<file path="src/rtl/ltm_pkg.sv">
`timescale 1ns / 1ps
// ----------------------------------------------------------------------------
// ltm_pkg: shared types and constants for the layer trapezoid mean unit
// Payload structs for the sample and result channels, register indexes.
// ----------------------------------------------------------------------------
package ltm_pkg;

  localparam int PRESS_W = 20;
  localparam int VALUE_W = 32;
  localparam int CFG_W   = 20;

  localparam logic CFG_IDX_TOP    = 1'b0;
  localparam logic CFG_IDX_BOTTOM = 1'b1;

  typedef struct packed {
    logic [PRESS_W-1:0]        pressure;
    logic signed [VALUE_W-1:0] sample_value;
    logic                      first_sample;
    logic                      last_sample;
  } ltm_in_t;

  typedef struct packed {
    logic signed [VALUE_W-1:0] layer_mean;
    logic                      mean_valid;
  } ltm_out_t;

endpackage

</file>
<file path="src/rtl/layer_trapezoid_mean_unit.sv">
`timescale 1ns / 1ps
// ----------------------------------------------------------------------------
// layer_trapezoid_mean_unit: layer mean of a profile by the trapezoidal rule
// Channel | dir | handshake        | payload
// in_     | in  | in_valid/stall   | ltm_in_t  (pressure, value, first, last)
// out_    | out | out_valid/stall  | ltm_out_t (layer_mean, mean_valid)
// cfg_    | in  | cfg_we           | layer_top (0), layer_bottom (1)
// A valid sample inside the layer takes two endpoint interpolations, each a
// pass of the one shared divider, plus multiplies; the final mean takes
// another division. Reset is synchronous and clears the profile state. The
// result sits in an output register; a stalled result holds the sequencer.
// ----------------------------------------------------------------------------
module layer_trapezoid_mean_unit
  import ltm_pkg::*;
(
  input  logic             clk,
  input  logic             rst_n,
  input  logic             in_valid,
  output logic             in_stall,
  input  ltm_in_t          in_data,
  output logic             out_valid,
  input  logic             out_stall,
  output ltm_out_t         out_data,
  input  logic             cfg_we,
  input  logic             cfg_index,
  input  logic [CFG_W-1:0] cfg_data
);

  localparam logic [3:0] S_IDLE  = 4'd0;
  localparam logic [3:0] S_SEG   = 4'd1;
  localparam logic [3:0] S_M0    = 4'd2;
  localparam logic [3:0] S_M1    = 4'd3;
  localparam logic [3:0] S_DIV   = 4'd4;
  localparam logic [3:0] S_DWAIT = 4'd5;
  localparam logic [3:0] S_ACC   = 4'd6;
  localparam logic [3:0] S_ACC2  = 4'd7;
  localparam logic [3:0] S_FIN   = 4'd8;
  localparam logic [3:0] S_FWAIT = 4'd9;
  localparam logic [3:0] S_OUT   = 4'd10;

  logic [3:0]  state_r, state_nxt;
  logic [19:0] top_r, bot_r;
  logic [19:0] pp_r, pp_nxt;
  logic [31:0] pv_r, pv_nxt;
  logic        hp_r, hp_nxt, tr_r, tr_nxt, br_r, br_nxt;
  logic [63:0] ws_r, ws_nxt;
  logic [31:0] ts_r, ts_nxt;
  logic [19:0] p_r, p_nxt;
  logic [31:0] v_r, v_nxt;
  logic        last_r, last_nxt;
  logic [19:0] a_r, a_nxt, b_r, b_nxt;
  logic        side_r, side_nxt;
  logic [31:0] va_r, va_nxt, vb_r, vb_nxt;
  logic [52:0] m0_r, m0_nxt, m1_r, m1_nxt;
  logic [32:0] mq_a, mq_b;
  logic [19:0] md_a, md_b;
  logic [52:0] prod;
  logic [19:0] x_pt;
  logic [19:0] seg_a, seg_b;
  logic        div_start, div_busy;
  logic [63:0] div_dvd, div_q;
  logic [41:0] div_dvs;
  ltm_out_t    out_r, out_nxt;
  logic        ov_r, ov_nxt;
  logic        mean_ok;

  // configuration writes
  always_ff @(posedge clk) begin
    if (!rst_n) begin
      top_r <= '0;
      bot_r <= '0;
    end else if (cfg_we) begin
      if (cfg_index == CFG_IDX_TOP) begin
        top_r <= cfg_data;
      end else begin
        bot_r <= cfg_data;
      end
    end
  end

  ltm_divider u_div (
    .clk      (clk),
    .rst_n    (rst_n),
    .start    (div_start),
    .dividend (div_dvd),
    .divisor  (div_dvs),
    .busy     (div_busy),
    .quotient (div_q)
  );

  // clipped segment ends and the shared multiplier operands
  assign seg_a = (pp_r > top_r) ? pp_r : top_r;
  assign seg_b = (p_r < bot_r) ? p_r : bot_r;
  assign x_pt  = side_r ? b_r : a_r;
  always_comb begin
    mq_a = {1'b0, pv_r};
    md_a = p_r - x_pt;
    if (state_r == S_M1) begin
      mq_a = {1'b0, v_r};
      md_a = x_pt - pp_r;
    end else if (state_r == S_ACC2) begin
      // trapezoid area: endpoint sum times clipped span
      mq_a = m0_r[32:0];
      md_a = b_r - a_r;
    end
    mq_b = mq_a;
    md_b = md_a;
  end
  assign prod = {20'd0, mq_b} * {33'd0, md_b};
  assign mean_ok = tr_r && br_r && (ts_r != '0);

  always_comb begin
    state_nxt = state_r;
    pp_nxt = pp_r; pv_nxt = pv_r; hp_nxt = hp_r; tr_nxt = tr_r; br_nxt = br_r;
    ws_nxt = ws_r; ts_nxt = ts_r;
    p_nxt = p_r; v_nxt = v_r; last_nxt = last_r;
    a_nxt = a_r; b_nxt = b_r; side_nxt = side_r;
    va_nxt = va_r; vb_nxt = vb_r; m0_nxt = m0_r; m1_nxt = m1_r;
    out_nxt = out_r; ov_nxt = ov_r;
    div_start = 1'b0;
    div_dvd = '0;
    div_dvs = '0;
    if (ov_r && !out_stall) begin
      ov_nxt = 1'b0;
    end
    case (state_r)
      S_IDLE: begin
        if (in_valid) begin
          p_nxt    = in_data.pressure;
          v_nxt    = in_data.sample_value;
          last_nxt = in_data.last_sample;
          if (in_data.first_sample) begin
            pp_nxt = '0; pv_nxt = '0; hp_nxt = 1'b0; tr_nxt = 1'b0;
            br_nxt = 1'b0; ws_nxt = '0; ts_nxt = '0;
          end
          state_nxt = S_SEG;
          if (in_data.first_sample && in_data.sample_value[31]) begin
            state_nxt = S_FIN;
          end
        end
      end
      // bracketing checks and segment clipping
      S_SEG: begin
        state_nxt = S_FIN;
        if (!v_r[31]) begin
          if (hp_r && p_r >= pp_r) begin
            if (pp_r <= top_r && top_r <= p_r) tr_nxt = 1'b1;
            if (pp_r <= bot_r && bot_r <= p_r) br_nxt = 1'b1;
            a_nxt = seg_a;
            b_nxt = seg_b;
            side_nxt = 1'b0;
            if (p_r != pp_r && seg_a < seg_b) begin
              state_nxt = S_M0;
            end
          end
          if (state_nxt == S_FIN) begin
            pp_nxt = p_r; pv_nxt = v_r; hp_nxt = 1'b1;
          end
        end
      end
      S_M0: begin
        m0_nxt = prod;
        state_nxt = S_M1;
      end
      S_M1: begin
        m1_nxt = prod;
        state_nxt = S_DIV;
      end
      // (2*num + d) / (2*d)
      S_DIV: begin
        div_start = 1'b1;
        div_dvd = {10'd0, m0_r + m1_r, 1'b0} + {44'd0, p_r - pp_r};
        div_dvs = {21'd0, p_r - pp_r, 1'b0};
        state_nxt = S_DWAIT;
      end
      S_DWAIT: begin
        if (!div_busy && !div_start) begin
          if (!side_r) begin
            va_nxt = div_q[31:0];
            side_nxt = 1'b1;
            state_nxt = S_M0;
          end else begin
            vb_nxt = div_q[31:0];
            state_nxt = S_ACC;
          end
        end
      end
      S_ACC: begin
        m0_nxt = ({21'd0, va_r} + {21'd0, vb_r});
        state_nxt = S_ACC2;
      end
      S_ACC2: begin
        ws_nxt = ws_r + {11'd0, prod};
        ts_nxt = ts_r + {12'd0, b_r - a_r};
        pp_nxt = p_r; pv_nxt = v_r; hp_nxt = 1'b1;
        state_nxt = S_FIN;
      end
      // end of sample: maybe start the mean division
      S_FIN: begin
        if (!last_r) begin
          state_nxt = S_IDLE;
        end else if (mean_ok) begin
          div_start = 1'b1;
          div_dvd = ws_r + {32'd0, ts_r};
          div_dvs = {9'd0, ts_r, 1'b0};
          state_nxt = S_FWAIT;
        end else begin
          state_nxt = S_OUT;
        end
      end
      S_FWAIT: begin
        if (!div_busy && !div_start) begin
          state_nxt = S_OUT;
        end
      end
      S_OUT: begin
        if (!ov_nxt) begin
          out_nxt.mean_valid = mean_ok;
          out_nxt.layer_mean = '0;
          if (mean_ok) begin
            out_nxt.layer_mean = (div_q[63:31] != '0) ? 32'h7FFF_FFFF : div_q[31:0];
          end
          ov_nxt = 1'b1;
          pp_nxt = '0; pv_nxt = '0; hp_nxt = 1'b0; tr_nxt = 1'b0;
          br_nxt = 1'b0; ws_nxt = '0; ts_nxt = '0;
          state_nxt = S_IDLE;
        end
      end
      default: state_nxt = S_IDLE;
    endcase
  end

  always_ff @(posedge clk) begin
    if (!rst_n) begin
      state_r <= S_IDLE;
      ov_r <= 1'b0;
      hp_r <= 1'b0; tr_r <= 1'b0; br_r <= 1'b0;
      pp_r <= '0; pv_r <= '0; ws_r <= '0; ts_r <= '0;
    end else begin
      state_r <= state_nxt;
      ov_r <= ov_nxt;
      hp_r <= hp_nxt; tr_r <= tr_nxt; br_r <= br_nxt;
      pp_r <= pp_nxt; pv_r <= pv_nxt; ws_r <= ws_nxt; ts_r <= ts_nxt;
    end
    p_r <= p_nxt; v_r <= v_nxt; last_r <= last_nxt;
    a_r <= a_nxt; b_r <= b_nxt; side_r <= side_nxt;
    va_r <= va_nxt; vb_r <= vb_nxt; m0_r <= m0_nxt; m1_r <= m1_nxt;
    out_r <= out_nxt;
  end

  assign in_stall  = (state_r != S_IDLE);
  assign out_valid = ov_r;
  assign out_data  = out_r;

endmodule

</file>
<file path="src/rtl/ltm_divider.sv">
`timescale 1ns / 1ps
// ----------------------------------------------------------------------------
// ltm_divider: radix-2 restoring divider
// Unsigned 64-bit dividend by 42-bit divisor, one quotient bit per cycle.
// ----------------------------------------------------------------------------
module ltm_divider
  import ltm_pkg::*;
(
  input  logic        clk,
  input  logic        rst_n,
  input  logic        start,
  input  logic [63:0] dividend,
  input  logic [41:0] divisor,
  output logic        busy,
  output logic [63:0] quotient
);

  logic [63:0] quot_r, quot_nxt;
  logic [41:0] rem_r, rem_nxt;
  logic [41:0] dvs_r, dvs_nxt;
  logic [6:0]  cnt_r, cnt_nxt;
  logic        busy_r, busy_nxt;
  logic [42:0] shifted;
  logic [43:0] diff;

  // one shift-subtract step
  assign shifted = {rem_r, quot_r[63]};
  assign diff    = {1'b0, shifted} - {2'b00, dvs_r};

  always_comb begin
    quot_nxt = quot_r;
    rem_nxt  = rem_r;
    dvs_nxt  = dvs_r;
    cnt_nxt  = cnt_r;
    busy_nxt = busy_r;
    if (start) begin
      quot_nxt = dividend;
      rem_nxt  = '0;
      dvs_nxt  = divisor;
      cnt_nxt  = 7'd64;
      busy_nxt = 1'b1;
    end else if (busy_r) begin
      // remainder stays below the divisor, so 42 bits hold it
      if (!diff[43]) begin
        rem_nxt  = diff[41:0];
        quot_nxt = {quot_r[62:0], 1'b1};
      end else begin
        rem_nxt  = shifted[41:0];
        quot_nxt = {quot_r[62:0], 1'b0};
      end
      cnt_nxt = cnt_r - 7'd1;
      if (cnt_r == 7'd1) begin
        busy_nxt = 1'b0;
      end
    end
  end

  always_ff @(posedge clk) begin
    if (!rst_n) begin
      busy_r <= 1'b0;
      cnt_r  <= '0;
    end else begin
      busy_r <= busy_nxt;
      cnt_r  <= cnt_nxt;
    end
    quot_r <= quot_nxt;
    rem_r  <= rem_nxt;
    dvs_r  <= dvs_nxt;
  end

  assign busy     = busy_r;
  assign quotient = quot_r;

endmodule

</file>
<file path="config.mk">
export PLATFORM = sky130hd
export DESIGN_NAME = layer_trapezoid_mean_unit
export DESIGN_NICKNAME = d
export VERILOG_FILES = /design/src/rtl/ltm_pkg.sv /design/src/rtl/layer_trapezoid_mean_unit.sv /design/src/rtl/ltm_divider.sv
export SDC_FILE = /design/constraint.sdc
export NUM_CORES = 2
export LEC_CHECK = 0
export ABC_AREA = 0
export BUFFER_PORTS_ARGS = -buffer_cell sky130_fd_sc_hd__buf_4
export CAP_MARGIN = 20
export CORE_MARGIN = 2
export CORE_UTILIZATION = 59
export DETAILED_ROUTE_END_ITERATION = 8
export HOLD_SLACK_MARGIN = 0.06
export PLACE_DENSITY = 0.82
export SETUP_SLACK_MARGIN = 0.05
export SLEW_MARGIN = 40
export SYNTH_ARGS = -nofsm -noshare
export SYNTH_HDL_FRONTEND = slang
export SYNTH_SLANG_ARGS = --single-unit
</file>
<file path="constraint.sdc">
create_clock -name clk -period 12 [get_ports clk]
set_input_delay 0 -clock clk [delete_from_list [all_inputs] [get_ports clk]]
set_output_delay 0 -clock clk [all_outputs]
set_load 0.005 [all_outputs]
</file>
==> results.py <==
metrics = {
    "route": {
        "route.detailed.drc": 0,
        "wl_mm": 222,
        "wl_per_cell_um": 23.8,
        "viasPerCell": 6.22,
        "drtIter0Drc": 5509,
        "vias": 58146,
        "drt.antenna.violating_nets": 0,
        "dr.pass1.iters": 8,
    },
    "power": {
        "switchingPower_w": 0.00686,
        "clock_power_share": 0.158,
        "sequentialPowerShare": 0.202,
        "power.internal_w": 0.00769,
        "power.density_nw_per_um2": 193,
        "leakagePower_nw": 34.2,
        "combPwrFrac": 0.640,
        "power.share.switching": 0.472,
        "vdd_drop_max_mv": 0.151,
    },
    "worst_setup_path": {
        "slowest_stage": "fa_1",
        "cp-start-kind": "flop",
        "worst-path-max-fanout": 6,
        "worstSetupEndpoint": "ws_r[53]",
        "rr_endpoint": "ws_r[53]",
        "slowest_delay_ps": 550,
        "cpMostUsedCell": "fa_1",
        "r2r_start": "side_r",
        "rr_worst_depth": 54,
        "critPathBufInv": 8,
        "cp_num_cells": 54,
        "r2r_slack_ps": -50,
        "worstSetupPathType": "flop to flop",
        "startpoint": "side_r",
        "worstPathRequired_ps": 12560,
        "cp.arrival_ps": 12600,
        "critPathCaptureType": "flop",
        "critPathTopFamily": "compound AO/OA/AOI/OAI gates",
    },
    "timing": {
        "fin_crit_sh": 1.00,
        "skew_ps": 55.9,
        "setup-tns-final_ps": -172,
        "fin_crit_ps": 12050,
        "slew_headroom": 0.324,
        "setup-violations-final": 6,
        "rsz0062_at_grt": "true",
        "hold_viol_final": 0,
        "clock.fmax_mhz": 83.0,
        "fin_hold_ws_ps": 79.4,
        "drv_slew": 0,
        "tightest_slew_ps": 1010,
        "fin_ws_ps": -48.2,
    },
    "yosys": {
        "synth_common_cells": "nand2_1, inv_1, nor2_1",
        "yosysUniqueCellTypes": 98,
        "synthArstFlopShare": 0,
        "ys.flop_type": "edfxtp_1",
        "ys_ff_latch": 639,
        "synth.yosys.seq_area_share": 0.258,
        "synth.avg_cell_area_um2": 8.83,
        "syn_inst": 7338,
        "yosys_warnings": 0,
        "synth_top_area_cell": "edfxtp_1",
        "yosys.cell_count.top_type": "nand2_1",
        "synth_fp_nets": 8568,
        "synth_top_area_frac": 0.182,
        "synth_edf_count": 393,
        "synthTopCellsByArea": "edfxtp_1, fa_1, ha_1",
        "synth_area_um2": 64800,
    },
    "placed_design": {
        "hpwl_mm": 174,
        "port_buffers": 114,
        "gp_routability_congestion": 1.05,
    },
    "cells_and_area": {
        "area_growth_pct": 16.4,
        "layout-drive-gt1-share": 0.124,
        "nets": 9099,
    },
    "hold_path": {
        "hold_class": "input pin to flop",
    },
    "clocking": {
        "numCtsBuffers": 73,
        "clk_pin_slew_ps": 60,
        "cts_tree": "built",
        "clock_path_buffers": 3,
        "cts.sinks": 639,
        "cts-root-buf": "clkbuf_16",
        "cts-htree-levels": 3,
        "worstSkewPairLatency_ps": 690,
    },
    "die": {
        "fp.dieW_um": 335,
        "start_util": 0.596,
        "row_count": 121,
        "io_pins": 115,
        "die_h_um": 335,
        "dieArea_um2": 113000,
        "core-area_um2": 109000,
    },
    "run": {
        "drv_cap": 0,
    },
    "global_route": {
        "grt_pass1_vias": 57723,
        "antenna_found_initial": 17,
        "grt_max_degree": 80,
        "grtUsageTotal": 0.392,
        "grt.overflow.total": 0,
        "grt_pass1_wl_mm": 337,
    },
    "outcome": {
        "violations": "negative setup slack",
        "status": "finished, violations left",
    },
}
## how the worst min path moves through the flow
stage	cells past startpoint	slack [ps]	endpoint	from
detailed placement	1	180	v_r[0]	in_data[2]
global route	2	80	p_r[10]	in_data[44]
floorplan	0	100	last_r	in_data[0]
CTS	2	60	v_r[5]	in_data[7]
global placement	1	180	p_r[1]	in_data[35]
finish	2	80	v_r[29]	in_data[31]
## repair_timing
item / 4_1_cts / 5_1_grt
resized for setup: 71 / 201
pin swaps: 36 / 119
endpoints found under the hold margin: 183 / 11
setup buffers: 14 / 32
hold buffers: 128 / 1
endpoints found under the setup margin: 23 / 35
cloned: 1 / 1
## metal layers
layer / share of wire / vias to the layer above / wire length [µm] / track usage
met4: 0.061 / 18 / 13500 / 0.198
li1: - / 26067 / - / -
met5: 0.00051 / - / 113 / 0
met3: 0.11 / 750 / 23900 / 0.102
met1: 0.38 / 28256 / 85300 / 0.495
met2: 0.45 / 3055 / 99600 / 0.621
## placed cells by master (no fill, tap or decap), types with 75 or more instances in the layout
master,synthesis,routed
inv_1,867,858
xor2_1,159,151
a21oi_1,400,357
a21o_1,196,196
clkbuf_16,0,75
xnor2_1,232,220
nor2_1,598,578
ha_1,585,566
o21ai_0,342,307
nand2_1,952,942
edfxtp_1,393,393
fa_1,565,557
dlygate4sd3_1,0,129
dfxtp_1,246,245
nand3_1,138,133
buf_4,0,571
and2_1,91,86
nor3_1,93,91
o21a_1,84,84
nor2b_1,98,98
a21boi_0,90,77
## cell type report
| cell class | instances | area, µm² |
|---|---|---|
| multi-input cells | 5541 | 45000 |
| fillers | 8285 | 33400 |
| flip-flops and latches | 639 | 16700 |
| repair buffers | 746 | 6260 |
| inverters | 868 | 3260 |
| clock buffers | 103 | 2080 |
| well taps | 1414 | 1770 |
| clock inverters | 31 | 349 |
| diodes | 5 | 12.5 |
## power by group through the flow
stage	combinational [W]	sequential [W]	clock, W
after floorplan	0.00520	0.00284	0
after global placement	0.00821	0.00296	0
after detailed placement	0.00843	0.00296	0
after CTS	0.00865	0.00292	0.00230
after global routing	0.0100	0.00295	0.00239
final	0.00932	0.00294	0.00230
## worst register-to-register path: cells and delay by family, from the launching register on
family / cells / cell delay (ps)
AOI/OAI and AO/OA: 27 / 4960
xor gates and xnor gates: 3 / 460
adders and majority gates: 10 / 4430
buffers and inverters: 8 / 940
DFF: 1 / 500
and+or+nand+nor: 6 / 630
## cell families after synthesis
kind of cell	Yosys count	synth area share
AO/OA/AOI/OAI	1632	0.164
adder cells (fa/ha/maj)	1150	0.287
buffers and inverters	1158	0.0675
XOR/XNOR	391	0.0528
flip-flops	639	0.258
AND/OR/NAND/NOR	2318	0.163
other	1	0.0000578
multiplexers	49	0.00766
## flip-flops by register name, summed over array words and instances, names as in the netlist, 32 cells and up
register / cells
m0_r: 53
m1_r: 53
out_data: 33
pv_r: 32
ts_r: 32
u_div.dvs_r: 32
u_div.quotient: 64
u_div.rem_r: 42
v_r: 32
va_r: 32
vb_r: 32
ws_r: 64
## per-stage QoR
step	setup slack, ps	instances	utilization	instance area [µm²]	total power (W)
after floorplan	52.6	7338	-	64800	0.00804
after global placement	-397	9033	0.644	70100	0.0112
after detailed placement	-573	9034	0.644	70100	0.0114
after CTS	50.3	9310	0.682	74200	0.0139
after global routing	-496	9342	0.693	75400	0.0153
final	-48.2	9347	0.693	75400	0.0146
Note: power is estimated with default switching activity, not from simulation.
